===== config.mk =====
export PLATFORM = sky130hd
export DESIGN_NAME = gfli_queue
export DESIGN_NICKNAME = d
export VERILOG_FILES = /design/src/rtl/core/gap_fill_linear_interpolator_core_assert.svh /design/src/rtl/core/gfli_pkg.sv /design/src/rtl/core/gfli_queue.sv
export SDC_FILE = /design/constraint.sdc
export NUM_CORES = 1
export LEC_CHECK = 0
export ABC_AREA = 0
export BUFFER_PORTS_ARGS = -buffer_cell sky130_fd_sc_hd__buf_2
export CORE_MARGIN = 5
export CORE_UTILIZATION = 48
export CTS_CLUSTER_DIAMETER = 50
export DETAILED_ROUTE_END_ITERATION = 7
export PLACE_DENSITY = 0.77
export SLEW_MARGIN = 40
export SYNTH_ARGS = -nofsm -noshare
export SYNTH_HDL_FRONTEND = slang
export SYNTH_SLANG_ARGS = --single-unit
export TNS_END_PERCENT = 10

===== constraint.sdc =====
create_clock -name i_clk -period 10.85 [get_ports i_clk]
set_input_delay 0.5425 -clock i_clk [delete_from_list [all_inputs] [get_ports i_clk]]
set_output_delay 0.5425 -clock i_clk [all_outputs]
set_load 0.01 [all_outputs]

===== src/rtl/core/gap_fill_linear_interpolator_core_assert.svh =====
// ----------------------------------------------------------------------------
// Assertion macros for the gap fill interpolator core
// Implication checks on a clock with an active low reset.
// ----------------------------------------------------------------------------
`ifndef GAP_FILL_LINEAR_INTERPOLATOR_CORE_ASSERT_SVH
`define GAP_FILL_LINEAR_INTERPOLATOR_CORE_ASSERT_SVH

// same-cycle implication
`define GFLI_ASSERT_IMP(label, clk, rst_n, ante, cons) \
    label: assert property (@(posedge clk) disable iff (!rst_n) (ante) |-> (cons)) \
        else $error("assertion failed");

// next-cycle implication
`define GFLI_ASSERT_NXT(label, clk, rst_n, ante, cons) \
    label: assert property (@(posedge clk) disable iff (!rst_n) (ante) |=> (cons)) \
        else $error("assertion failed");

`endif


===== src/rtl/core/gfli_pkg.sv =====
// ----------------------------------------------------------------------------
// gfli_pkg
// Types and constants shared by the gap fill interpolator modules.
// ----------------------------------------------------------------------------
package gfli_pkg;

    localparam int HOLD_DEPTH_DEF = 32;

    localparam logic [15:0] EDGE_VALUE_RST  = 16'd1024;
    localparam logic [15:0] EDGE_MARGIN_RST = 16'd42;

    localparam logic REG_EDGE_VALUE  = 1'b0;
    localparam logic REG_EDGE_MARGIN = 1'b1;

    typedef enum logic [1:0] {
        CMD_EDGE,
        CMD_HOLD,
        CMD_CLOSE,
        CMD_RIGHT
    } t_cmd_kind;

    typedef enum logic [1:0] {
        PH_WAIT_FIRST,
        PH_SEEK,
        PH_COLLECT
    } t_phase;

    typedef enum logic [3:0] {
        B_IDLE,
        B_EDGE,
        B_SCAN_A,
        B_SCAN_B,
        B_FILL_A,
        B_FILL_B,
        B_BLOOD,
        B_BLOOD_W,
        B_TISSUE,
        B_TISSUE_W,
        B_FILL_OUT,
        B_CLOSE_OUT,
        B_RIGHT
    } t_bstate;

    typedef enum logic [2:0] {
        I_IDLE,
        I_MUL,
        I_CMP,
        I_DIV,
        I_FIN
    } t_istate;

    // one command from the front to the back
    typedef struct packed {
        t_cmd_kind   kind;
        logic        tail;      // right edge follows
        logic        sticky;
        logic [31:0] t;
        logic [15:0] b;
        logic [15:0] s;
        logic [31:0] abt;
        logic [15:0] abl;
        logic [31:0] att;
        logic [15:0] atl;
        logic [31:0] rt;
        logic [15:0] ev;
    } t_cmd;

endpackage


===== src/rtl/core/gfli_queue.sv =====
// ----------------------------------------------------------------------------
// gfli_queue
// Two-entry command queue between front and back.
// ----------------------------------------------------------------------------
module gfli_queue (
    input  logic            i_clk,
    input  logic            i_rst_n,
    input  logic            i_push,
    input  gfli_pkg::t_cmd  i_cmd,
    output logic            o_ready,
    output logic            o_valid,
    output gfli_pkg::t_cmd  o_cmd,
    input  logic            i_pop
);
    gfli_pkg::t_cmd r_mem [2];
    logic           r_wp, r_rp;
    logic [1:0]     r_cnt;
    logic           do_push, do_pop;

    assign o_ready = (r_cnt != 2'd2);
    assign o_valid = (r_cnt != 2'd0);
    assign o_cmd   = r_mem[r_rp];
    assign do_push = i_push && o_ready;
    assign do_pop  = i_pop && o_valid;

    always_ff @(posedge i_clk) begin
        if (do_push) begin
            r_mem[r_wp] <= i_cmd;
        end
    end

    always_ff @(posedge i_clk) begin
        if (!i_rst_n) begin
            r_wp  <= 1'b0;
            r_rp  <= 1'b0;
            r_cnt <= 2'd0;
        end else begin
            if (do_push) r_wp <= ~r_wp;
            if (do_pop)  r_rp <= ~r_rp;
            r_cnt <= r_cnt + {1'b0, do_push} - {1'b0, do_pop};
        end
    end

endmodule


==> flow_summary.json, run 1 <==
{
  "max-cap-violations": 0,
  "ys.flop_type": "edfxtp_1",
  "whs_endpoint": "r_mem[0][27]",
  "drive_gt1_share_pct": 60.6,
  "drt_wl_total_mm": 33.7,
  "dp_hpwl_mm": 23.6,
  "post_cts_resized": 0,
  "comb_power_share_pct": 24.9,
  "gr-usage-met1_pct": 19.1,
  "hold_start": "i_cmd[27]",
  "p_sw_uw": 1240,
  "ios": 430,
  "vias": 8065,
  "grt.busiest_layer": "met2",
  "grt_max_degree": 114,
  "final_util_pct": 60.4,
  "syn_area_mm2": 0.0164,
  "wl_per_cell_um": 20.7,
  "yosys_warnings": 0,
  "postLayoutCellArea_mm2": 0.0203,
  "grt_pass1_vias": 8679,
  "r2r_slack_ns": 7.98,
  "critPathMaxFanout": 71,
  "antenna_found_initial": 10,
  "rows": 67,
  "clock_sinks": 429,
  "layout_min_cycle_time_ns": 3.37,
  "p_sw_share_pct": 26.1,
  "cp-end-kind": "output port",
  "met2_usage_pct": 29.9,
  "required_ns": 10.31,
  "tightest_slew_ns": 0.758,
  "initial_core_util_pct": 48.7,
  "r2r_end": "r_mem[0][86]",
  "synth_async_sr_flop_share_pct": 0,
  "met3_usage_pct": 6.28,
  "r2r-start": "r_cnt[0]",
  "placed_area_mm2": 0.0189,
  "rsz0062_at_grt": "false",
  "vdd_ir_drop_max_mv": 0.164,
  "p_int_uw": 3520,
  "synth_cells": 684,
  "tns_ns": 0,
  "finalHoldViolCount": 0,
  "dr.pass1.iters": 4,
  "syn_nets": 902,
  "synth.distinct_cells": 19,
  "vias_per_cell": 4.94,
  "dr.first_iter.drc_count": 329,
  "cts_buffers": 45,
  "area_delta_synth_final_pct": 24.0,
  "clk_latency_ns": 0.54,
  "core_area_mm2": 0.0336,
  "clk_pin_slew_ns": 0.06,
  "setup_violations": 0,
  "htreeDepth": 2,
  "fmax_mhz": 297,
  "routabilityCongestion": 0.760,
  "clockBufferDepth": 3,
  "track_usage_pct": 16.9,
  "min_path_cells": 1,
  "cts_tree": "built",
  "path_class": "flop to output port",
  "finalClockSkew_ns": 0.0202,
  "slowest_stage": "dfxtp_4",
  "post-cts-setup-buffers": 0,
  "root_buffer": "clkbuf_16",
  "hp-class": "primary input to flop",
  "dieArea_mm2": 0.0379,
  "pwr-share-seq_pct": 45.4,
  "place_ws_ns": 7.90,
  "avgSynthCellArea_um2": 23.9,
  "status": "finished clean",
  "worstRegToRegCells": 5,
  "p_per_area_mw_per_mm2": 235,
  "nNetsFinal": 1365,
  "grt_first_pass_wirelength_mm": 49.9,
  "ant_nets": 0,
  "maxSlewHeadroom_pct": 49.5,
  "hold_buffers": 0,
  "synth_edf_count": 424,
  "fin_hold_ws_ns": 0.189,
  "p_leak_uw": 0.00791,
  "cpPeakStageDelay_ns": 0.83,
  "die_width_um": 195,
  "min_period_over_period_pct": 31.1,
  "final-max-slew-violation-count": 0,
  "synth_seq_area_share_pct": 78.4,
  "crit_path_start_kind": "flop",
  "worst_slack_ns": 7.48,
  "grt_overflow": 0,
  "crit_arrival_ns": 2.83,
  "ys_seq_elements": 429,
  "die_y_um": 195,
  "crit_chain": "buf_12, buf_16, mux2_4, buf_2",
  "port_buffers": 429,
  "drc": 0,
  "p_clk_share_pct": 29.7
}
-- synthesized netlist by cell type (all sizes together) (2+ instances only) --
library cell	count	share of area, %
mux2	212	19
buf	24	2.1
and2	2	0.076
dfxtp	5	0.61
nand2b	2	0.076
nand2	2	0.046
edfxtp	424	78
ha	2	0.15
xnor2	3	0.16
nor2b	2	0.076
-- worst max path at each step --
stage                     startpoint      endpoint  slack [ns]
after global placement        i_push  r_mem[0][81]        7.32
final                           flop     o_cmd[93]        7.48
after CTS                       flop      o_cmd[1]        7.55
after floorplan             r_cnt[0]   r_mem[0][0]        0.62
after detailed placement      i_push  r_mem[0][86]        7.90
after global routing            flop    o_cmd[109]        7.37
-- state kept, by name, summed over array words and instances, names as in the netlist, named ones only --
name	cells
r_rp	1
r_wp	1
r_mem	424
r_cnt	2
-- area by class of cell --
type | instances | area [um^2]
antenna | 6 | 15.0
clock buffer | 62 | 1200
clock inverter | 16 | 156
fill | 2406 | 13300
inverter | 1 | 3.75
multi-input combinational | 230 | 3210
sequential | 429 | 12800
tap | 448 | 561
timing repair buffer | 440 | 2330
-- cell usage in the layout (no fill, tap or decap), types with 2 or more instances in the layout --
master / count
nand2_1: 2
nor2b_1: 2
bufinv_16: 3
diode_2: 6
nand2b_1: 2
buf_12: 3
buf_16: 2
clkinv_2: 8
and2_1: 2
clkbuf_16: 45
mux2_2: 32
clkbuf_1: 16
mux2_4: 180
xnor2_1: 3
ha_1: 2
dfxtp_1: 4
buf_2: 429
edfxtp_1: 424
clkinv_1: 4
buf_6: 5
-- stage by stage --
| step | total power (uW) | cells |
|---|---|---|
| 6_report | 4760 | 1632 |
| 5_1_grt | 4970 | 1631 |
| 4_1_cts | 4830 | 1625 |
| 3_5_place_dp | 3390 | 1547 |
| 3_3_place_gp | 3360 | 1544 |
| 2_1_floorplan | 3080 | 684 |
-- routing by layer --
| layer | share of wire, % | up-vias |
|---|---|---|
| met2 | 52 | 358 |
| met3 | 9.4 | 63 |
| met5 | 0.15 | - |
| met1 | 36 | 3965 |
| li1 | - | 3671 |
| met4 | 2.3 | 8 |
-- critical path, delay by kind of cell, from the launching register on --
kind,cells,cell delay [ns]
DFF,1,0.83
buffers and inverters,3,0.96
muxes,1,0.34
-- logic make-up after synthesis --
kind of cell	count (synthesis)	share of synthesized area [%]
flip-flops	429	78.4
multiplexers	213	18.8
buffers and inverters	25	2.15
AND/OR/NAND/NOR	11	0.374
XOR/XNOR	3	0.160
adder cells (fa/ha/maj)	2	0.153
AO/OA/AOI/OAI	1	0.0459
-- power groups by stage --
stage | clock (uW) | sequential (uW) | combinational [uW]
5_1_grt | 1530 | 2180 | 1260
4_1_cts | 1460 | 2170 | 1200
3_3_place_gp | 0 | 2180 | 1180
3_5_place_dp | 0 | 2200 | 1200
2_1_floorplan | 0 | 2230 | 855
6_report | 1410 | 2160 | 1190
(Power assumes the default switching activity.)
==> run 2, diff against run 1 <==
Settings changed: CORE_UTILIZATION 48 to 50, PLACE_DENSITY 0.77 to 0.76.
Clock period 10.85 ns to 3.24 ns, I/O delays scaled along.
==> flow_summary.json, run 2 (synthesized netlist as in run 1, its figures left out) <==
{
  "vias_per_cell": 4.93,
  "ios": 430,
  "dp_hpwl_mm": 24.0,
  "crit_arrival_ns": 2.28,
  "initial_core_util_pct": 50.5,
  "cts_buffers": 46,
  "max-cap-violations": 0,
  "finalHoldViolCount": 0,
  "clk_latency_ns": 0.53,
  "p_clk_share_pct": 30.6,
  "power.total_uw": 16700,
  "p_sw_share_pct": 26.6,
  "rows": 66,
  "dr.pass1.iters": 4,
  "comb_power_share_pct": 26.1,
  "port_buffers": 429,
  "p_sw_uw": 4440,
  "p_per_area_mw_per_mm2": 736,
  "path_class": "flop to output port",
  "grt_pass1_vias": 10144,
  "rsz0062_at_grt": "false",
  "maxSlewHeadroom_pct": 47.2,
  "dieArea_mm2": 0.0365,
  "pwr-share-seq_pct": 43.2,
  "status": "finished clean",
  "dr.first_iter.drc_count": 415,
  "hp-class": "primary input to flop",
  "layout_commonest_cell": "buf_2",
  "die_width_um": 191,
  "clk_pin_slew_ns": 0.05,
  "vdd_ir_drop_max_mv": 0.587,
  "multi_input_area_mm2": 0.00322,
  "tightest_slew_ns": 0.790,
  "area_delta_synth_final_pct": 38.4,
  "regMostFlops": "r_mem",
  "grt_overflow": 0,
  "place_ws_ns": 1.22,
  "grt_max_degree": 82,
  "core_area_mm2": 0.0325,
  "clockBufferDepth": 3,
  "layout_min_cycle_time_ns": 2.44,
  "mostFrequentLayoutCells": "buf_2, edfxtp_1, dlygate4sd3_1",
  "setup_violations": 0,
  "seq_area_mm2": 0.0128,
  "p_leak_uw": 0.00892,
  "drt_wl_total_mm": 39.0,
  "wl_per_cell_um": 21.0,
  "largestRegisters": "r_mem: 424 flops, r_cnt: 2 flops",
  "grt_first_pass_wirelength_mm": 57.9,
  "largest_reg_flops": 424,
  "drc": 0,
  "worst_slack_ns": 0.797,
  "cts_tree": "built",
  "ant_nets": 0,
  "required_ns": 3.08,
  "final-max-slew-violation-count": 0,
  "vias": 9139,
  "root_buffer": "clkbuf_16",
  "die_y_um": 191,
  "routabilityCongestion": 0.763,
  "min_period_over_period_pct": 75.4,
  "fmax_mhz": 409,
  "p_int_uw": 12300,
  "clock_sinks": 429,
  "crit_path_start_kind": "flop",
  "drive_gt1_share_pct": 52.1,
  "antenna_found_initial": 4,
  "track_usage_pct": 20.7,
  "htreeDepth": 2,
  "nNetsFinal": 1591,
  "finalClockSkew_ns": 0.0124,
  "critPathMaxFanout": 81,
  "nFillCells": 1944,
  "cp-end-kind": "output port"
}
run 2: cell count changes in the layout (fill, tap and decap cells not counted), sizes merged:
| cell | previous run | this run |
|---|---|---|
| bufinv | 3 | 5 |
| buf | 440 | 451 |
| clkinv | 12 | 14 |
| diode | 6 | 4 |
| clkinvlp | 0 | 1 |
| clkbuf | 62 | 58 |
| dlygate4sd3 | 0 | 214 |
| inv | 2 | 5 |
run 2: final timing paths:
kind | start | end | slack (ns) | depth (start not counted)
setup / recovery | flop | o_cmd[143] | 0.80 | 3
hold reg to reg | r_rp | r_rp | 0.54 | 2
hold / removal | i_pop | r_rp | 0.13 | 4
setup reg to reg | r_cnt[0] | r_mem[0][203] | 1.25 | 4
run 2: critical path: stages, from the launching register on:
cell and delay (ns):
dfxtp_4 0.62, buf_12 0.51, mux2_4 0.37, buf_2 0.15
run 2: per-layer routing:
metal / routed length (um) / share of wire [%] / GRT usage (%)
met4: 1370 / 3.5 / 7.21
met2: 20500 / 53 / 37.7
met3: 3110 / 8.0 / 5.39
met1: 14000 / 36 / 23.7
met5: 13 / 0.033 / 0
run 2: area by class of cell:
class                   count  area share, %
repair buffers            665           20.1
inverters                   1         0.0166
well taps                 442           2.44
diodes                      4         0.0442
clock inverters            24           1.18
flip-flops and latches    429           56.6
multi-input cells         230           14.2
clock buffers              58           5.37
run 2: timing repair:
action / CTS / global route
gates resized for setup: 0 / 0
hold buffers: 214 / 0
buffers inserted: 0 / 0
endpoints found under the hold margin: 429 / 0
run 2: per-stage QoR:
stage	utilization, %	hold slack (ns)	setup TNS (ns)	std cells	area [um^2]
global placement	58.6	0.349	0	1552	19000
CTS	69.7	0.121	0	1848	22600
global route	69.8	0.168	0	1852	22700
floorplan	-	0.261	-244.27	684	16400
finish	69.8	0.130	0	1853	22700
detailed placement	58.6	0.353	0	1552	19000
run 2: power groups by stage:
stage / Sequential (uW) / Combinational, uW / Clock, uW
after floorplan: 7290 / 2880 / 0
after global placement: 7260 / 4070 / 0
after detailed placement: 7320 / 4110 / 0
after CTS: 7200 / 4340 / 5190
after global routing: 7280 / 4600 / 5450
final: 7220 / 4360 / 5120
==> run 3, diff against run 2 <==
Settings changed: ABC_AREA 0 to 1, CORE_UTILIZATION 50 to 48, PLACE_DENSITY 0.76 to 0.77.
Clock period 3.24 ns to 2.1 ns, I/O delays scaled along.
==> flow_summary.json, run 3 <==
{
  "final_util_pct": 68.4,
  "dp_hpwl_mm": 24.8,
  "yosysMostFrequentCell": "edfxtp_1",
  "vias": 9306,
  "antenna_found_initial": 5,
  "drc": 0,
  "die_y_um": 195,
  "avgSynthCellArea_um2": 23.5,
  "grt_pass1_vias": 10102,
  "syn_nets": 914,
  "grt.busiest_layer": "met2",
  "vdd_ir_drop_max_mv": 0.785,
  "synth_edf_count": 424,
  "dieArea_mm2": 0.0379,
  "maxSlewHeadroom_pct": 69.2,
  "place_ws_ns": 0.523,
  "fmax_mhz": 492,
  "synth.area.top_cells": "edfxtp_1, mux2_4, mux2_2",
  "vias_per_cell": 4.93,
  "ios": 430,
  "synth_cells": 696,
  "area_delta_synth_final_pct": 40.3,
  "htreeDepth": 2,
  "largestRegisters": "r_mem: 424 flops, r_cnt: 2 flops",
  "layout_commonest_cell": "buf_2",
  "mostFrequentLayoutCells": "buf_2, edfxtp_1, dlygate4sd3_1",
  "regMostFlops": "r_mem",
  "required_ns": 2.00,
  "setup_violations": 0,
  "layout_min_cycle_time_ns": 2.03,
  "synth_common_cells": "edfxtp_1, mux2_4, mux2_2",
  "cts_buffers": 46,
  "dr.pass1.iters": 4,
  "min_period_over_period_pct": 96.8,
  "path_class": "flop to output port",
  "tightest_slew_ns": 0.462,
  "wl_per_cell_um": 21.4,
  "clock_sinks": 429,
  "crit_arrival_ns": 1.93,
  "largest_reg_flops": 424,
  "dr.first_iter.drc_count": 444,
  "gr-usage-met1_pct": 24.0,
  "grt_max_degree": 74,
  "drive_gt1_share_pct": 52.5,
  "cp-end-kind": "output port",
  "cts_tree": "built",
  "clockBufferDepth": 3,
  "worst_slack_ns": 0.0680,
  "final-max-slew-violation-count": 0,
  "p_per_area_mw_per_mm2": 1140,
  "track_usage_pct": 20.3,
  "rows": 67,
  "ys.flop_type": "edfxtp_1",
  "grt_overflow": 0,
  "synth_seq_area_share_pct": 78.3,
  "initial_core_util_pct": 48.7,
  "port_buffers": 429,
  "ys_seq_elements": 429,
  "nNetsFinal": 1620,
  "ant_nets": 0,
  "p_leak_uw": 0.00910,
  "syn_area_mm2": 0.0164,
  "drt_wl_total_mm": 40.3,
  "grt_first_pass_wirelength_mm": 59.8,
  "hp-class": "primary input to flop",
  "max-cap-violations": 0,
  "yosysTopAreaCell": "edfxtp_1",
  "status": "finished clean",
  "die_width_um": 195,
  "crit_path_start_kind": "flop",
  "met3_usage_pct": 5.82,
  "critPathMaxFanout": 30,
  "synth_async_sr_flop_share_pct": 0,
  "core_area_mm2": 0.0336,
  "root_buffer": "clkbuf_16",
  "clk_latency_ns": 0.53,
  "yosys_warnings": 0,
  "synth_top_area_share_pct": 77.7,
  "clk_pin_slew_ns": 0.06,
  "finalClockSkew_ns": 0.0130,
  "met2_usage_pct": 35.8,
  "synth.distinct_cells": 13,
  "routabilityCongestion": 0.815,
  "finalHoldViolCount": 0
}
run 3: changes by cell type in the layout (fill, tap and decap cells not counted), sizes merged, moves of 2 or more:
cell	delta
a21oi	+2
nand2	+7
nor2	+7
xnor2	-3
buf	+14
nand3	+3
inv	+6
nand2b	-2
nor2b	-2
clkinv	+2
clkinvlp	+2
and2	-2
run 3: metrics by stage:
stage	instances	power [uW]	hold WS, ns	cell area [um^2]	TNS (ns)
CTS	1878	26100	0.258	22900	-0.307
global placement	1580	17700	0.292	19200	0
floorplan	696	15600	0.198	16400	-839.33
global route	1888	27200	0.277	23000	-0.00526
finish	1888	26100	0.293	23000	0
detailed placement	1580	17800	0.296	19200	0
run 3: worst max-delay path, cell delays in order (launching register included):
cell and delay, ns:
dfxtp_4 0.48, buf_6 0.15, buf_16 0.22, mux2_4 0.35, buf_2 0.15
run 3: cell type report:
type	count	area (um^2)
antenna	3	7.51
clock buffer	56	1250
clock inverter	27	255
fill	2048	10600
inverter	7	30.0
multi-input combinational	236	3200
sequential	429	12800
tap	448	561
timing repair buffer	682	4830
run 3: where the power goes:
group | internal (uW) | switching [uW]
Sequential | 10800 | 375
Combinational | 3580 | 3410
Clock | 4760 | 3170
run 3: cell families after synthesis:
group	after synthesis	synth area share, %
multiplexers	212	18.7
flip-flops	429	78.3
adder cells (fa/ha/maj)	2	0.153
AO/OA/AOI/OAI	2	0.0611
AND/OR/NAND/NOR	20	0.481
buffers and inverters	31	2.28
run 3: final timing paths:
kind | from | to | slack (ns) | depth (start not counted)
max | flop | o_cmd[123] | 0.07 | 4
min | i_cmd[33] | r_mem[1][33] | 0.29 | 2
max reg2reg | r_cnt[0] | r_mem[0][139] | 0.54 | 6
min reg2reg | r_rp | r_rp | 0.52 | 2
run 3: repair_timing:
| action | in CTS | in global routing |
|---|---|---|
| setup buffers | 0 | 5 |
| setup endpoints to repair | 28 | 112 |
| endpoints found under the hold margin | 429 | 0 |
| pin swaps | 0 | 0 |
| gates resized for setup | 3 | 3 |
| hold buffers | 215 | 0 |
| cloned | 0 | 2 |
run 3: metal layers:
metal	wire [um]	vias up	share of wire, %
li1	-	4185	-
met3	3370	75	8.4
met2	20800	444	52
met5	25	-	0.062
met4	1170	4	2.9
met1	15000	4598	37
