$ cat src/rtl/core/gap_fill_linear_interpolator_core_assert.svh
// ----------------------------------------------------------------------------
// Assertion macros for the gap fill interpolator core
// Implication checks on a clock with an active low reset.
// ----------------------------------------------------------------------------
`ifndef GAP_FILL_LINEAR_INTERPOLATOR_CORE_ASSERT_SVH
`define GAP_FILL_LINEAR_INTERPOLATOR_CORE_ASSERT_SVH

// same-cycle implication
`define GFLI_ASSERT_IMP(label, clk, rst_n, ante, cons) \
    label: assert property (@(posedge clk) disable iff (!rst_n) (ante) |-> (cons)) \
        else $error("assertion failed");

// next-cycle implication
`define GFLI_ASSERT_NXT(label, clk, rst_n, ante, cons) \
    label: assert property (@(posedge clk) disable iff (!rst_n) (ante) |=> (cons)) \
        else $error("assertion failed");

`endif

$ cat src/rtl/core/gfli_pkg.sv
// ----------------------------------------------------------------------------
// gfli_pkg
// Types and constants shared by the gap fill interpolator modules.
// ----------------------------------------------------------------------------
package gfli_pkg;

    localparam int HOLD_DEPTH_DEF = 32;

    localparam logic [15:0] EDGE_VALUE_RST  = 16'd1024;
    localparam logic [15:0] EDGE_MARGIN_RST = 16'd42;

    localparam logic REG_EDGE_VALUE  = 1'b0;
    localparam logic REG_EDGE_MARGIN = 1'b1;

    typedef enum logic [1:0] {
        CMD_EDGE,
        CMD_HOLD,
        CMD_CLOSE,
        CMD_RIGHT
    } t_cmd_kind;

    typedef enum logic [1:0] {
        PH_WAIT_FIRST,
        PH_SEEK,
        PH_COLLECT
    } t_phase;

    typedef enum logic [3:0] {
        B_IDLE,
        B_EDGE,
        B_SCAN_A,
        B_SCAN_B,
        B_FILL_A,
        B_FILL_B,
        B_BLOOD,
        B_BLOOD_W,
        B_TISSUE,
        B_TISSUE_W,
        B_FILL_OUT,
        B_CLOSE_OUT,
        B_RIGHT
    } t_bstate;

    typedef enum logic [2:0] {
        I_IDLE,
        I_MUL,
        I_CMP,
        I_DIV,
        I_FIN
    } t_istate;

    // one command from the front to the back
    typedef struct packed {
        t_cmd_kind   kind;
        logic        tail;      // right edge follows
        logic        sticky;
        logic [31:0] t;
        logic [15:0] b;
        logic [15:0] s;
        logic [31:0] abt;
        logic [15:0] abl;
        logic [31:0] att;
        logic [15:0] atl;
        logic [31:0] rt;
        logic [15:0] ev;
    } t_cmd;

endpackage

$ cat src/rtl/core/gfli_front.sv
// ----------------------------------------------------------------------------
// gfli_front
// Segment tracking, anchors and hold accounting; issues back commands.
// ----------------------------------------------------------------------------
module gfli_front #(
    parameter int HOLD_DEPTH = gfli_pkg::HOLD_DEPTH_DEF
) (
    input  logic            i_clk,
    input  logic            i_rst_n,
    input  logic            i_cfg_we,
    input  logic            i_cfg_addr,
    input  logic [15:0]     i_cfg_wdata,
    input  logic            i_valid,
    output logic            o_ready,
    input  logic [31:0]     i_time,
    input  logic [15:0]     i_blood,
    input  logic [15:0]     i_tissue,
    input  logic            i_last,
    output logic            o_push,
    output gfli_pkg::t_cmd  o_cmd,
    input  logic            i_q_ready
);
    localparam int CW = $clog2(HOLD_DEPTH + 1);

    gfli_pkg::t_phase r_phase, n_phase;
    logic [1:0]       r_seen, n_seen;
    logic [CW-1:0]    r_cnt, n_cnt;
    logic [31:0]      r_abt, n_abt, r_att, n_att, r_bvt, n_bvt;
    logic [15:0]      r_abl, n_abl, r_atl, n_atl;
    logic             r_sticky, n_sticky;
    logic [15:0]      r_ev, r_margin;

    logic        accept, need;
    logic [15:0] ev;
    logic [31:0] et;
    logic [32:0] rsum;
    logic [31:0] rbase;
    logic        bv, sv, go;

    assign o_ready = i_q_ready;
    assign accept  = i_valid && i_q_ready;
    assign o_push  = accept && need;

    assign ev = (r_ev == 16'd0) ? 16'd1 : r_ev;
    assign et = (i_time >= {16'd0, r_margin}) ? i_time - {16'd0, r_margin} : 32'd0;
    assign bv = (i_blood != 16'd0);
    assign sv = (i_tissue != 16'd0);
    assign rsum = {1'b0, rbase} + {17'd0, r_margin};

    always_comb begin
        n_phase  = r_phase;
        n_seen   = r_seen;
        n_cnt    = r_cnt;
        n_abt    = r_abt;
        n_abl    = r_abl;
        n_att    = r_att;
        n_atl    = r_atl;
        n_bvt    = r_bvt;
        n_sticky = r_sticky;
        need     = 1'b0;
        go       = 1'b0;
        rbase    = r_bvt;
        o_cmd        = '0;
        o_cmd.t      = i_time;
        o_cmd.b      = i_blood;
        o_cmd.s      = i_tissue;
        o_cmd.abt    = r_abt;
        o_cmd.abl    = r_abl;
        o_cmd.att    = r_att;
        o_cmd.atl    = r_atl;
        o_cmd.ev     = ev;
        o_cmd.kind   = gfli_pkg::CMD_RIGHT;
        case (r_phase)
            gfli_pkg::PH_WAIT_FIRST: begin
                need       = 1'b1;
                o_cmd.kind = gfli_pkg::CMD_EDGE;
                o_cmd.t    = et;
                o_cmd.tail = i_last;
                n_abt = et;
                n_att = et;
                n_abl = ev;
                n_atl = ev;
                n_bvt = i_time;
                rbase = i_time;
                n_seen  = 2'b00;
                n_cnt   = '0;
                n_phase = i_last ? gfli_pkg::PH_WAIT_FIRST : gfli_pkg::PH_SEEK;
            end
            gfli_pkg::PH_SEEK, gfli_pkg::PH_COLLECT: begin
                n_seen = r_seen | {sv, bv};
                go = (r_phase == gfli_pkg::PH_COLLECT) || (n_seen == 2'b11);
                if (go) begin
                    n_phase = gfli_pkg::PH_COLLECT;
                end
                if (go && bv && sv) begin
                    need       = 1'b1;
                    o_cmd.kind = gfli_pkg::CMD_CLOSE;
                    o_cmd.tail = i_last;
                    n_abt = i_time;
                    n_att = i_time;
                    n_abl = i_blood;
                    n_atl = i_tissue;
                    n_bvt = i_time;
                    rbase = i_time;
                    n_cnt = '0;
                    if (i_last) begin
                        n_phase = gfli_pkg::PH_WAIT_FIRST;
                    end
                end else if (i_last) begin
                    need       = 1'b1;
                    o_cmd.kind = gfli_pkg::CMD_RIGHT;
                    n_cnt   = '0;
                    n_phase = gfli_pkg::PH_WAIT_FIRST;
                end else if (go) begin
                    if (r_cnt < CW'(HOLD_DEPTH)) begin
                        need       = 1'b1;
                        o_cmd.kind = gfli_pkg::CMD_HOLD;
                        n_cnt = r_cnt + CW'(1);
                    end else begin
                        n_sticky = 1'b1;
                    end
                end
            end
            default: begin
                n_phase = gfli_pkg::PH_WAIT_FIRST;
            end
        endcase
        o_cmd.rt     = rsum[32] ? 32'hFFFF_FFFF : rsum[31:0];
        o_cmd.sticky = n_sticky;
    end

    always_ff @(posedge i_clk) begin
        if (!i_rst_n) begin
            r_phase  <= gfli_pkg::PH_WAIT_FIRST;
            r_seen   <= 2'b00;
            r_cnt    <= '0;
            r_abt    <= '0;
            r_abl    <= '0;
            r_att    <= '0;
            r_atl    <= '0;
            r_bvt    <= '0;
            r_sticky <= 1'b0;
            r_ev     <= gfli_pkg::EDGE_VALUE_RST;
            r_margin <= gfli_pkg::EDGE_MARGIN_RST;
        end else begin
            if (i_cfg_we) begin
                case (i_cfg_addr)
                    gfli_pkg::REG_EDGE_VALUE:  r_ev     <= i_cfg_wdata;
                    gfli_pkg::REG_EDGE_MARGIN: r_margin <= i_cfg_wdata;
                    default: ;
                endcase
            end
            if (accept) begin
                r_phase  <= n_phase;
                r_seen   <= n_seen;
                r_cnt    <= n_cnt;
                r_abt    <= n_abt;
                r_abl    <= n_abl;
                r_att    <= n_att;
                r_atl    <= n_atl;
                r_bvt    <= n_bvt;
                r_sticky <= n_sticky;
            end
        end
    end

endmodule

$ cat config.mk
export PLATFORM = sky130hd
export DESIGN_NAME = gfli_front
export DESIGN_NICKNAME = d
export VERILOG_FILES = /design/src/rtl/core/gap_fill_linear_interpolator_core_assert.svh /design/src/rtl/core/gfli_pkg.sv /design/src/rtl/core/gfli_front.sv
export SDC_FILE = /design/constraint.sdc
export NUM_CORES = 1
export LEC_CHECK = 0
export BUFFER_PORTS_ARGS = -buffer_cell sky130_fd_sc_hd__buf_2
export CORE_ASPECT_RATIO = 0.75
export CORE_UTILIZATION = 50
export CTS_CLUSTER_SIZE = 30
export DETAILED_ROUTE_END_ITERATION = 8
export HOLD_SLACK_MARGIN = 0.03
export PLACE_DENSITY_LB_ADDON = 0.25
export SETUP_SLACK_MARGIN = 0.5
export SYNTH_ARGS = -nofsm -noshare
export SYNTH_HDL_FRONTEND = slang
export SYNTH_SLANG_ARGS = --single-unit
$ cat constraint.sdc
create_clock -name i_clk -period 5.8 [get_ports i_clk]
set_input_delay 0.58 -clock i_clk [delete_from_list [all_inputs] [get_ports i_clk]]
set_output_delay 0.58 -clock i_clk [all_outputs]
set_load 0.01 [all_outputs]
==> results of run 1 <==
==> worst min path at each step <==
| stage | from | endpoint | slack, ns | depth (start not counted) |
|---|---|---|---|---|
| after global routing | i_cfg_wdata[9] | r_ev[9] | 0.40 | 3 |
| after floorplan | r_bvt[13] | r_bvt[13] | 0.44 | 2 |
| after detailed placement | r_bvt[5] | r_bvt[5] | 0.45 | 2 |
| after CTS | i_cfg_wdata[2] | r_margin[2] | 0.39 | 3 |
| after global placement | r_bvt[14] | r_bvt[14] | 0.44 | 2 |
| final | i_cfg_wdata[13] | r_ev[13] | 0.41 | 3 |
==> flip-flops by register name, summed over array words and instances, names as in the netlist, 2 cells and up <==
name      flops
r_abl        16
r_att        32
r_seen        2
r_cnt         6
r_margin     16
r_phase       2
r_bvt        32
r_ev         16
r_atl        16
==> power by group through the flow <==
stage | clock, uW | sequential [uW] | combinational [uW]
finish | 1100 | 1060 | 857
global route | 1160 | 1060 | 931
CTS | 1110 | 1060 | 835
detailed placement | 0 | 1080 | 825
global placement | 0 | 1080 | 821
floorplan | 0 | 1090 | 542
==> cell usage after synthesis (4+ instances only) <==
master / n
sky130_fd_sc_hd__a211o_1: 4
sky130_fd_sc_hd__a211oi_1: 41
sky130_fd_sc_hd__a21o_1: 13
sky130_fd_sc_hd__a21oi_1: 97
sky130_fd_sc_hd__a221oi_1: 5
sky130_fd_sc_hd__a22o_1: 17
sky130_fd_sc_hd__a22oi_1: 27
sky130_fd_sc_hd__a31oi_1: 9
sky130_fd_sc_hd__a32o_1: 4
sky130_fd_sc_hd__and2_1: 10
sky130_fd_sc_hd__and3_1: 10
sky130_fd_sc_hd__buf_1: 4
sky130_fd_sc_hd__buf_2: 5
sky130_fd_sc_hd__buf_4: 67
sky130_fd_sc_hd__buf_6: 5
sky130_fd_sc_hd__clkbuf_1: 80
sky130_fd_sc_hd__dfxtp_1: 139
sky130_fd_sc_hd__ha_1: 36
sky130_fd_sc_hd__inv_1: 51
sky130_fd_sc_hd__mux2_2: 7
sky130_fd_sc_hd__mux2i_1: 9
sky130_fd_sc_hd__nand2_1: 138
sky130_fd_sc_hd__nand2b_1: 12
sky130_fd_sc_hd__nand3_1: 43
sky130_fd_sc_hd__nand4_1: 9
sky130_fd_sc_hd__nor2_1: 116
sky130_fd_sc_hd__nor2b_1: 20
sky130_fd_sc_hd__nor3_1: 56
sky130_fd_sc_hd__nor4_1: 15
sky130_fd_sc_hd__o211a_1: 5
sky130_fd_sc_hd__o211ai_1: 8
sky130_fd_sc_hd__o21a_1: 9
sky130_fd_sc_hd__o21ai_0: 82
sky130_fd_sc_hd__o31ai_1: 6
sky130_fd_sc_hd__or3_1: 8
sky130_fd_sc_hd__xnor2_1: 19
sky130_fd_sc_hd__xor2_1: 15
==> per-layer routing <==
metal	up-vias	wire, um
li1	4797	-
met1	4734	14800
met2	566	13300
met3	47	2940
met4	0	617
met5	-	0
==> layout make-up <==
| type | count | share of cell area (%) |
|---|---|---|
| clock inverter | 14 | 1.33 |
| multi-input combinational | 913 | 50.3 |
| inverter | 53 | 1.77 |
| clock buffer | 18 | 3.92 |
| timing repair buffer | 323 | 15.1 |
| tap | 247 | 2.76 |
| sequential | 139 | 24.8 |
==> cells by family after synthesis <==
kind of cell,after synthesis
and+or+nand+nor,458
AOI/OAI and AO/OA,366
buffers and inverters,214
DFF,139
adders and majority gates,38
xor gates and xnor gates,34
muxes,16
==> stage by stage <==
step	area [um^2]	std cells	hold slack (ns)	util [%]	total power, uW
after CTS	11100	1700	0.394	60.1	3000
after detailed placement	10400	1666	0.454	56.6	1900
after global routing	11200	1707	0.403	60.8	3150
after floorplan	9400	1265	0.436	-	1630
after global placement	10400	1666	0.443	56.6	1900
final	11200	1707	0.405	60.8	3020
==> cell usage in the layout (no fill, tap or decap), types with 7 or more instances in the layout <==
cell type,n
sky130_fd_sc_hd__nand2b_1,12
sky130_fd_sc_hd__nand4_1,9
sky130_fd_sc_hd__a21oi_1,96
sky130_fd_sc_hd__buf_2,300
sky130_fd_sc_hd__clkbuf_16,17
sky130_fd_sc_hd__a22o_1,17
sky130_fd_sc_hd__nand3_1,42
sky130_fd_sc_hd__or3_1,8
sky130_fd_sc_hd__nand2_1,138
sky130_fd_sc_hd__buf_4,20
sky130_fd_sc_hd__inv_1,51
sky130_fd_sc_hd__xnor2_1,19
sky130_fd_sc_hd__mux2i_1,9
sky130_fd_sc_hd__dfxtp_1,138
sky130_fd_sc_hd__o21a_1,8
sky130_fd_sc_hd__a31oi_1,8
sky130_fd_sc_hd__a21o_1,13
sky130_fd_sc_hd__nor2b_1,20
sky130_fd_sc_hd__a22oi_1,25
sky130_fd_sc_hd__xor2_1,15
sky130_fd_sc_hd__nor3_1,54
sky130_fd_sc_hd__nor4_1,14
sky130_fd_sc_hd__and2_1,10
sky130_fd_sc_hd__o211ai_1,8
sky130_fd_sc_hd__nor2_1,114
sky130_fd_sc_hd__mux2_2,7
sky130_fd_sc_hd__ha_1,35
sky130_fd_sc_hd__a211oi_1,41
sky130_fd_sc_hd__and3_1,10
sky130_fd_sc_hd__o21ai_0,80
==> critical path, cell delays in order <==
cell	delay, ns
sky130_fd_sc_hd__buf_2	0.11
sky130_fd_sc_hd__nor4_2	0.34
sky130_fd_sc_hd__nand4_1	0.28
sky130_fd_sc_hd__buf_4	0.26
sky130_fd_sc_hd__a31o_4	0.29
sky130_fd_sc_hd__buf_4	0.15
sky130_fd_sc_hd__a22o_1	0.22
sky130_fd_sc_hd__ha_1	0.34
sky130_fd_sc_hd__a211oi_1	0.41
sky130_fd_sc_hd__o211ai_1	0.18
sky130_fd_sc_hd__nand2_1	0.21
sky130_fd_sc_hd__o311a_1	0.24
sky130_fd_sc_hd__a31oi_4	0.07
sky130_fd_sc_hd__and3_1	0.26
sky130_fd_sc_hd__and3_1	0.20
sky130_fd_sc_hd__xnor2_1	0.20
sky130_fd_sc_hd__nand2_1	0.08
sky130_fd_sc_hd__buf_2	0.14
==> repair_timing <==
action | in CTS | in global routing
pin swaps | 2 | 5
cloned | 0 | 1
setup buffers | 2 | 6
gates resized for setup | 9 | 16
endpoints found under the setup margin | 32 | 32
==> impl_results.rst, run 1 <==
.. list-table::
   :header-rows: 1

   * - Metric
     - Value
   * - Result of the run
     - complete, no violations
   * - Ports placed on the boundary
     - 301
   * - First-pass GRT wire length
     - 47,200 um
   * - HPWL after DPL
     - 22,900 um
   * - Gate Count Post-Synth
     - 1,265
   * - Clock sink count
     - 139
   * - Synthesis warning total
     - 0
   * - Part of the cycle the worst path needs
     - 88.8%
   * - Seq cells post-synth
     - 139
   * - Critical path arrival
     - 4.57 ns
   * - Class of the tightest hold or removal check
     - in2reg
   * - Met2 global-route usage
     - 44.1%
   * - Slew Limit Fails
     - 0
   * - Pwr per Cell Area
     - 269 nW/um^2
   * - Setup violation total in the final timing report
     - 0
   * - Hold bufs inserted after CTS
     - 0
   * - Type of element launching the critical path
     - primary input
   * - Synth Net Count
     - 1,390
   * - Critical Path End
     - o_cmd[39]
   * - Number of CTS-inserted buffers
     - 17
   * - Internal power
     - 1960 uW
   * - Net Sw Power
     - 1050 uW
   * - Global routing usage summed across all routing layers
     - 31.3%
   * - Ant diodes
     - 0
   * - Post-Place Setup Slack
     - 0.219 ns
   * - Routed Antenna Nets
     - 0
   * - Die Area
     - 19,400 um^2
   * - Share of synthesized area occupied by flip-flops and latches
     - 29.6%
   * - Mean cell area of the mapped netlist
     - 7.43 um^2
   * - Synth area leader
     - sky130_fd_sc_hd__dfxtp_1
   * - Met3 Resource Use GR
     - 5.69%
   * - Min Clock Period, post-route
     - 5.15 ns
   * - Worst-case vdd ir drop
     - 0.000186 V
   * - Global route hottest layer
     - met1
   * - Register share of total power
     - 35.1%
   * - Gate power share
     - 28.4%
   * - Core Box Area
     - 18,500 um^2
   * - Number of antenna violations at the first check in global routing
     - 0
   * - Lkg Pwr
     - 0.00513 uW
   * - Clock tree skew after final layout
     - 0.0135 ns
   * - Final-report hold violation count
     - 0
   * - Vias in the first global route
     - 8,525
   * - Combined area of the multi-input logic cells
     - 5640 um^2
   * - Cell area after synthesis
     - 9400 um^2
   * - Register-to-register path setup slack
     - 1.88 ns
   * - Register Area
     - 2780 um^2
   * - Slew Limit Headroom
     - 29.8%
   * - NumNets Final
     - 1,572
   * - Minimum setup slack in the final design
     - 0.651 ns
   * - Layout-stage area growth over the synthesis result
     - 19.3%
   * - Critical path class
     - in2out
   * - Insertion delay of the later-clocked pin in the worst-skew pair
     - 0.43 ns
   * - Pre-antenna DRT Iters
     - 7
   * - Routed WL
     - 31,700 um
   * - Total via count after detailed routing
     - 10,144
   * - Wire per inst
     - 18.5 um
   * - Layout cells sized above 1
     - 27.5%
   * - Clk pwr share
     - 36.5%
   * - Initial standard-cell utilization of the core
     - 50.9%
   * - Launch point of the worst reg-to-reg path
     - r_margin[0]
   * - Async set-reset flop share out of synthesis
     - 0%
   * - Worst-path clk slew
     - 0.06 ns
   * - Number of max-cap violations
     - 0
   * - Row count
     - 43
   * - Setup crit start
     - i_tissue[1]
   * - Post-synth EDFFs
     - 0
   * - Horiz. Die Dim
     - 160 um
   * - Worst Setup End Kind
     - primary output
   * - Tightest Pin Transition
     - 1.05 ns
   * - Die height
     - 121 um
   * - Setup TNS Final
     - 0 ns
   * - Maximum fanout along the worst path
     - 7
   * - Post-synthesis share of cell area spent on and, or, nand and nor gates
     - 23.1%
   * - Critical path required time
     - 5.22 ns
   * - Drt first-iter violations
     - 1,178
   * - IO buf count
     - 300
   * - Post-route DRC
     - 0
   * - R2R depth
     - 12
   * - Clock tree from TritonCTS
     - yes
   * - Post-synthesis share of cell area spent on full adders, half adders and majority gates
     - 5.22%
   * - Dominant cells by area after synthesis
     - sky130_fd_sc_hd__dfxtp_1 30%, sky130_fd_sc_hd__nand2_1 5.5%, sky130_fd_sc_hd__buf_4 5.4%
   * - Peak clock frequency supported by timing
     - 194 MHz
   * - Grt ovf
     - 0
   * - Post-synth top flop
     - sky130_fd_sc_hd__dfxtp_1
   * - Average via count per standard cell
     - 5.94
   * - Complex-gate fraction of the synthesized area
     - 25.4%
   * - Largest family of logic cells by synthesized area
     - compound AO/OA/AOI/OAI gates
   * - RD Place Congestion
     - 0.946
   * - Clk buf depth
     - 2
   * - Xor-xnor portion of the synthesized cell area
     - 3.17%
   * - CTS Root Cell
     - sky130_fd_sc_hd__clkbuf_16
   * - Fillers
     - 1,762
   * - Net switching share of the total power
     - 34.9%
   * - Fraction of synthesized cell area taken by the top area cell type
     - 29.6%
   * - H-tree depth reported by CTS
     - 4
   * - Capture instance of the worst register-to-register path
     - r_att[17]
   * - Met1 track demand over resource in global routing
     - 47.2%
   * - Pin count of the biggest net entering global routing
     - 85
   * - Yosys cell types
     - 76
   * - Multiplexer share of the synthesized area
     - 1.80%
   * - Setup repair after global routing missed its margin
     - no
Note: power is estimated with default switching activity, not from simulation.
==> run 2, diff against run 1 <==
- CTS_BUF_LIST: default -> sky130_fd_sc_hd__clkbuf_16
- REMOVE_ABC_BUFFERS: default -> 1
==> run 2 against run 1 <==
  * Count of clock-buffer cells in the layout down 1
  * Critical path depth up 1
  * Combinational power down 1%
  * Die area unchanged
  * Utilization down 0.088 points
  * Sequential cell count unchanged
  * Final cell count up 0.23%
  * Hold slack worse by 0.029 ns
  * Non-clock buffer count up 5
  * Clock power down 4%
  * Sequential power about the same
  * Critical path type unchanged
  * Largest power group is now registers
  * Highest routed layer unchanged
==> impl_results.rst, run 2 (synthesis results as in run 1) <==
.. list-table::
   :header-rows: 1

   * - Metric
     - Value
   * - Critical path class
     - in2out
   * - Pwr Total
     - 2970 uW (-1.6%)
   * - Routed WL
     - 31,600 um (-0.22%)
   * - Setup violation total in the final timing report
     - 0 (unchanged)
   * - Initial standard-cell utilization of the core
     - 50.9% (unchanged)
   * - Number of max-cap violations
     - 0 (unchanged)
   * - HPWL after DPL
     - 23,200 um (+1.1%)
   * - Clock sink count
     - 139 (unchanged)
   * - Final-report hold violation count
     - 0 (unchanged)
   * - Die Area
     - 19,400 um^2 (unchanged)
   * - Max incr delay on CP
     - 0.35 ns (-0.06 ns)
   * - Peak clock frequency supported by timing
     - 198 MHz (+1.9%)
   * - Critical path required time
     - 5.22 ns (about the same)
   * - Horiz. Die Dim
     - 160 um (unchanged)
   * - Insertion delay of the later-clocked pin in the worst-skew pair
     - 0.43 ns (about the same)
   * - Post-route DRC
     - 0 (unchanged)
   * - Number of CTS-inserted buffers
     - 17 (unchanged)
   * - Layout cells sized above 1
     - 27.2% (-0.28 points)
   * - Number of antenna violations at the first check in global routing
     - 0 (unchanged)
   * - Layout-stage area growth over the synthesis result
     - 19.1%
   * - CTS Root Cell
     - sky130_fd_sc_hd__clkbuf_16
   * - Ant diodes
     - 0 (unchanged)
   * - Type of element launching the critical path
     - primary input
   * - NumNets Final
     - 1,578 (+0.38%)
   * - Critical path arrival
     - 4.47 ns (-0.10 ns)
   * - Min Clock Period, post-route
     - 5.05 ns (-0.0940 ns)
   * - Commonest non-fill, non-tap cell in the layout
     - sky130_fd_sc_hd__buf_2
   * - Routed Antenna Nets
     - 0 (unchanged)
   * - First-pass GRT wire length
     - 47,400 um (+0.39%)
   * - Grt ovf
     - 0 (unchanged)
   * - RD Place Congestion
     - 0.941 (-0.55%)
   * - Part of the cycle the worst path needs
     - 87.1% (-1.6 points)
   * - Largest regs
     - r_att: 32 flops, r_bvt: 32 flops
   * - Global routing usage summed across all routing layers
     - 31.5% (+0.22 points)
   * - Clock tree from TritonCTS
     - yes
   * - Class of the tightest hold or removal check
     - in2reg
   * - IO buf count
     - 300 (unchanged)
   * - Average via count per standard cell
     - 5.87 (-1.1%)
   * - Vias in the first global route
     - 8,316 (-2.5%)
   * - Row count
     - 43 (unchanged)
   * - Total via count after detailed routing
     - 10,051 (-0.92%)
   * - Worst Setup End Kind
     - primary output
   * - Wire per inst
     - 18.5 um (-0.45%)
   * - Slew Limit Fails
     - 0 (unchanged)
   * - Final design utilization
     - 60.7% (-0.088 points)
   * - Maximum fanout along the worst path
     - 31 (+24)
   * - Drt first-iter violations
     - 1,049 (-11%)
   * - Worst-path cell chain
     - buf_2 > nor4_2 > buf_4 > nand4_1 > buf_6 > a21oi_4 > or2_4 > buf_12 > a22o_1 > ha_1 > o21ai_0 > o211ai_1 > nand2_1 > o311a_1 > a31oi_1 > nand3_1 > nor3_1 > mux2_2 > buf_2
   * - Critical hold path startpoint
     - i_cfg_wdata[10]
   * - Slew Limit Headroom
     - 26.1% (-3.7 points)
   * - Setup crit start
     - i_tissue[1]
   * - Worst-path clk slew
     - 0.06 ns (about the same)
   * - Setup repair after global routing missed its margin
     - yes
   * - Clock tree skew after final layout
     - 0.00611 ns (-0.00735 ns)
   * - Pwr per Cell Area
     - 265 nW/um^2 (-1.5%)
   * - Worst-case vdd ir drop
     - 0.000158 V (-15%)
   * - Tightest Pin Transition
     - 1.11 ns (+0.0554 ns)
   * - Launch point of the worst reg-to-reg path
     - r_margin[0]
   * - Die height
     - 121 um (unchanged)
   * - H-tree depth reported by CTS
     - 4 (unchanged)
   * - Setup TNS Final
     - 0 ns (unchanged)
   * - Lkg Pwr
     - 0.00514 uW (+0.26%)
   * - Result of the run
     - complete, no violations
   * - Clk buf depth
     - 2 (unchanged)
   * - Slowest cell on the critical path
     - sky130_fd_sc_hd__mux2_2
   * - Pin count of the biggest net entering global routing
     - 85 (unchanged)
   * - Core Box Area
     - 18,500 um^2 (unchanged)
   * - Ports placed on the boundary
     - 301 (unchanged)
   * - CP dominant cell by count
     - sky130_fd_sc_hd__buf_2
   * - Pre-antenna DRT Iters
     - 5 (-2)
   * - Commonest non-fill, non-tap cells in the layout
     - 300 x sky130_fd_sc_hd__buf_2, 139 x sky130_fd_sc_hd__dfxtp_1, 138 x sky130_fd_sc_hd__nand2_1, 115 x sky130_fd_sc_hd__nor2_1, 97 x sky130_fd_sc_hd__a21oi_1
==> run 2: changes by cell type in the layout (fill, tap and decap cells not counted), moves of 2 or more <==
cell and change:
sky130_fd_sc_hd__o21ai_2 -2, sky130_fd_sc_hd__nor4_1 -3, sky130_fd_sc_hd__nor4_2 +3, sky130_fd_sc_hd__inv_8 -3
sky130_fd_sc_hd__clkinv_2 +4, sky130_fd_sc_hd__o21ai_0 +2, sky130_fd_sc_hd__buf_4 +6, sky130_fd_sc_hd__inv_6 -3
==> run 2: area by class of cell <==
type                            instances  area [um^2]
Timing Repair Buffer                  328         1730
Clock inverter                         13          129
Inverter                               53          204
Fill cell                            1725         7260
Multi-Input combinational cell        914         5620
Clock buffer                           17          425
Tap cell                              247          309
Sequential cell                       139         2780
==> run 2: routing by layer <==
layer | wire length, um | GRT usage, %
met3 | 3460 | 6.07
met4 | 283 | 6.90
met2 | 12900 | 43.0
met1 | 14900 | 49.5
met5 | 0 | 0
==> run 2: power by group <==
| part | switching (uW) | internal, uW | total (uW) |
|---|---|---|---|
| Sequential | 44.5 | 1020 | 1060 |
| Combinational | 520 | 328 | 848 |
| Clock | 436 | 623 | 1060 |
==> run 2: worst max-delay path: cells and delay by family <==
kind | cells | cell delay [ns]
buf+inv | 5 | 0.82
mux | 1 | 0.35
simple gates | 6 | 1.20
fa+ha+maj | 1 | 0.25
compound gates | 6 | 1.26
==> run 2: timing repair <==
item | 4_1_cts | 5_1_grt
gates cloned | 0 | 2
buffers inserted | 2 | 7
hold buffers | 0 | 0
resized for setup | 4 | 12
setup endpoints to repair | 32 | 32
pin swaps | 1 | 3
==> run 2: worst paths after layout <==
check,end,slack (ns),depth (start not counted)
worst max-delay path,o_cmd[47],0.75,19
worst min-delay path,r_ev[10],0.38,3
worst min register to register,r_bvt[15],0.45,2
worst max register to register,r_att[19],1.93,12
==> run 2: stage by stage <==
step	worst slack, ns	area [um^2]	std cells	hold WS (ns)
4_1_cts	0.504	11100	1702	0.369
2_1_floorplan	-0.658	8500	1104	0.436
5_1_grt	0.482	11200	1711	0.385
3_3_place_gp	0.176	10500	1670	0.442
3_5_place_dp	0.186	10500	1670	0.448
6_report	0.745	11200	1711	0.376
==> run 3, diff against run 2 <==
- CTS_BUF_LIST: sky130_fd_sc_hd__clkbuf_16 -> default
- PLACE_DENSITY: default -> 0.79
- PLACE_DENSITY_LB_ADDON: 0.25 -> default
==> run 3 against run 2 <==
  * The run now ends with design-rule violations left
  * Routed wire length up 0.28%
  * Global-route usage rose by 0.58 points
  * Total power up 1.3%
  * Non-clock buffer count shrank 5
  * Final cell count decreased by 0.29%
  * Clock power is essentially flat
  * Via count up 0.11%
  * Sequential share of layout area is essentially flat
  * Clock skew rose by 0.0015 ns
  * Critical endpoint unchanged
==> impl_results.rst, run 3 (synthesis results as in run 1) <==
.. list-table::
   :header-rows: 1

   * - Metric
     - Value
   * - Drt first-iter violations
     - 1,142 (+8.9%)
   * - CTS Root Cell
     - sky130_fd_sc_hd__clkbuf_16
   * - Total via count after detailed routing
     - 10,062 (+0.11%)
   * - Lkg Pwr
     - 0.00512 uW (-0.30%)
   * - Average via count per standard cell
     - 5.90 (+0.40%)
   * - Global routing usage summed across all routing layers
     - 32.1% (+0.58 points)
   * - Number of CTS-inserted buffers
     - 17 (unchanged)
   * - Critical Path End
     - o_cmd[47]
   * - Pre-antenna DRT Iters
     - 7 (+2)
   * - Pwr per Cell Area
     - 268 nW/um^2 (+1.2%)
   * - Minimum setup slack in the final design
     - 0.724 ns (-0.0217 ns)
   * - Worst-path clk slew
     - 0.06 ns (about the same)
   * - Worst Setup End Kind
     - primary output
   * - Post-layout instance area
     - 11,200 um^2 (about the same)
   * - Die height
     - 121 um (unchanged)
   * - Die Area
     - 19,400 um^2 (unchanged)
   * - Worst-case vdd ir drop
     - 0.000201 V (+27%)
   * - Post-route DRC
     - 2 (+2)
   * - Critical path arrival
     - 4.50 ns (+0.03 ns)
   * - Layout cells sized above 1
     - 27.4% (+0.23 points)
   * - Setup repair after global routing missed its margin
     - no
   * - Core Box Area
     - 18,500 um^2 (unchanged)
   * - Register share of total power
     - 35.2% (-0.5 points)
   * - Layout-stage area growth over the synthesis result
     - 19.2% (about the same)
   * - Cell area after placement
     - 10,500 um^2 (-0.19%)
   * - Clk buf depth
     - 2 (unchanged)
   * - Grt ovf
     - 0 (unchanged)
   * - Final-report hold violation count
     - 0 (unchanged)
   * - Row count
     - 43 (unchanged)
   * - Routed WL
     - 31,700 um (+0.28%)
   * - Vias in the first global route
     - 8,942 (+7.5%)
   * - Number of logic stages on the critical path including buffering
     - 14 (-5)
   * - Horiz. Die Dim
     - 160 um (unchanged)
   * - Clk pwr share
     - 36.3% (+0.6 points)
   * - Max incr delay on CP
     - 0.55 ns (+0.20 ns)
   * - NumNets Final
     - 1,571 (-0.44%)
   * - Critical path class
     - reg2out
   * - Gate power share
     - 28.5% (about the same)
   * - Setup violation total in the final timing report
     - 0 (unchanged)
   * - Cell family with the largest share of critical-path delay
     - compound AO/OA/AOI/OAI gates
   * - Fillers
     - 1,765 (+2.3%)
   * - Part of the cycle the worst path needs
     - 87.5% (+0.37 points)
   * - Internal power
     - 1990 uW (+1.2%)
   * - Initial standard-cell utilization of the core
     - 50.9% (unchanged)
   * - Min Clock Period, post-route
     - 5.08 ns (+0.0217 ns)
   * - Clock sink count
     - 139 (unchanged)
   * - Commonest non-fill, non-tap cell in the layout
     - sky130_fd_sc_hd__buf_2
   * - First-pass GRT wire length
     - 48,800 um (+2.9%)
   * - Setup crit start
     - r_phase[1]
   * - Slew Limit Headroom
     - 21.0% (-5.0 points)
   * - Commonest non-fill, non-tap cells in the layout
     - 300 x sky130_fd_sc_hd__buf_2, 139 x sky130_fd_sc_hd__dfxtp_1, 138 x sky130_fd_sc_hd__nand2_1, 115 x sky130_fd_sc_hd__nor2_1, 94 x sky130_fd_sc_hd__a21oi_1
   * - Maximum fanout along the worst path
     - 28 (-9.7%)
   * - Setup TNS Final
     - 0 ns (unchanged)
   * - H-tree depth reported by CTS
     - 4 (unchanged)
   * - Register-to-register path setup slack
     - 2.01 ns (+0.08 ns)
   * - Net switching share of the total power
     - 33.8% (+0.078 points)
   * - Clock tree from TritonCTS
     - yes
   * - Critical path buffers and inverters
     - 3 (-2)
   * - Slowest cell on the critical path
     - sky130_fd_sc_hd__ha_1
   * - Slew Limit Fails
     - 0 (unchanged)
   * - Violated checks
     - design-rule violations
   * - Number of antenna violations at the first check in global routing
     - 0 (unchanged)
   * - Tightest Pin Transition
     - 1.18 ns (+0.0755 ns)
   * - Ant diodes
     - 0 (unchanged)
   * - HPWL after DPL
     - 23,500 um (+1.4%)
   * - Class of the tightest hold or removal check
     - in2reg
   * - Wire per inst
     - 18.6 um (+0.57%)
   * - Critical path required time
     - 5.22 ns (about the same)
   * - Ports placed on the boundary
     - 301 (unchanged)
   * - Capture instance of the worst register-to-register path
     - r_att[9]
   * - Launch point of the worst reg-to-reg path
     - r_margin[0]
   * - R2R depth
     - 12 (unchanged)
   * - Peak clock frequency supported by timing
     - 197 MHz (-0.43%)
   * - Routed Antenna Nets
     - 0 (unchanged)
   * - Type of element launching the critical path
     - register
   * - Result of the run
     - finished with violations
   * - Largest regs
     - r_att: 32 flops, r_bvt: 32 flops
   * - Hold bufs inserted after CTS
     - 0 (unchanged)
   * - Clock tree skew after final layout
     - 0.00757 ns (+0.00146 ns)
   * - Insertion delay of the later-clocked pin in the worst-skew pair
     - 0.43 ns (about the same)
   * - Number of max-cap violations
     - 0 (unchanged)
   * - RD Place Congestion
     - 0.944 (+0.32%)
   * - Worst-path cell chain
     - ha_1 > nor2b_4 > a31o_4 > buf_4 > a22o_1 > ha_1 > nand4_1 > buf_4 > o311a_1 > a31oi_4 > nand3_2 > nor3_1 > mux2_2 > buf_2
   * - IO buf count
     - 300 (unchanged)
   * - Net Sw Power
     - 1020 uW (+1.5%)
   * - Post-Place Setup Slack
     - 0.339 ns (+0.153 ns)
   * - Pin count of the biggest net entering global routing
     - 85 (unchanged)
run 3: cell count changes in the layout (fill, tap and decap cells not counted), moves of 2 or more:
cell	change
sky130_fd_sc_hd__a21oi_2	+4
sky130_fd_sc_hd__buf_4	-4
sky130_fd_sc_hd__a21oi_1	-3
sky130_fd_sc_hd__a31o_2	-2
sky130_fd_sc_hd__ha_1	-2
run 3: cell type report:
type,instances,area (um^2),share of cell area (%)
Clock buffer,19,443,3.95
Sequential cell,139,2780,24.8
Clock inverter,13,141,1.26
Tap cell,247,309,2.76
Timing Repair Buffer,323,1690,15.1
Inverter,53,199,1.78
Multi-Input combinational cell,912,5640,50.4
run 3: worst min-delay path by stage:
stage / slack (ns) / startpoint / depth (start not counted) / end
after floorplan: 0.44 / r_bvt[13] / 2 / r_bvt[13]
after global placement: 0.44 / r_bvt[15] / 2 / r_bvt[15]
after detailed placement: 0.45 / r_bvt[8] / 2 / r_bvt[8]
after CTS: 0.39 / i_cfg_wdata[14] / 3 / r_ev[14]
after global routing: 0.40 / i_cfg_wdata[9] / 3 / r_ev[9]
final: 0.40 / i_cfg_wdata[0] / 3 / r_ev[0]
run 3: power by group through the flow:
stage	registers, uW	logic [uW]	clock network, uW
4_1_cts	1060	832	1100
3_3_place_gp	1080	816	0
6_report	1060	856	1090
3_5_place_dp	1080	823	0
5_1_grt	1070	935	1140
2_1_floorplan	1100	457	0
run 3: worst reg2reg max path, cell delays in order, from the launching register on:
cell	delay (ns)
sky130_fd_sc_hd__dfxtp_1	0.38
sky130_fd_sc_hd__ha_1	0.19
sky130_fd_sc_hd__inv_1	0.06
sky130_fd_sc_hd__fa_1	0.40
sky130_fd_sc_hd__a21o_1	0.18
sky130_fd_sc_hd__a21oi_1	0.28
sky130_fd_sc_hd__o21ai_0	0.24
sky130_fd_sc_hd__a2bb2oi_2	0.23
sky130_fd_sc_hd__nand4_2	0.25
sky130_fd_sc_hd__and2b_1	0.67
sky130_fd_sc_hd__nor2_1	0.33
sky130_fd_sc_hd__a221oi_1	0.39
sky130_fd_sc_hd__nor2_1	0.08
run 3: per-stage QoR:
step	instances	utilization [%]	hold slack, ns	total power, uW
4_1_cts	1705	60.1	0.388	2990
2_1_floorplan	1104	-	0.436	1560
3_5_place_dp	1669	56.7	0.448	1900
5_1_grt	1706	60.7	0.401	3140
3_3_place_gp	1669	56.7	0.443	1890
6_report	1706	60.7	0.400	3010
run 3: repair_timing:
action                                  4_1_cts  5_1_grt
pin swaps                                     2        0
endpoints found under the setup margin       32       32
buffers inserted                              4        1
gates cloned                                  0        0
gates resized for setup                       5       20
run 3: metal layers:
metal  vias up  wire (um)  track usage [%]
li1       4782          -                -
met1      4720      14600             47.1
met2       501      13400             47.0
met3        59       3060             5.63
met4         0        624             10.4
met5         -          0                0
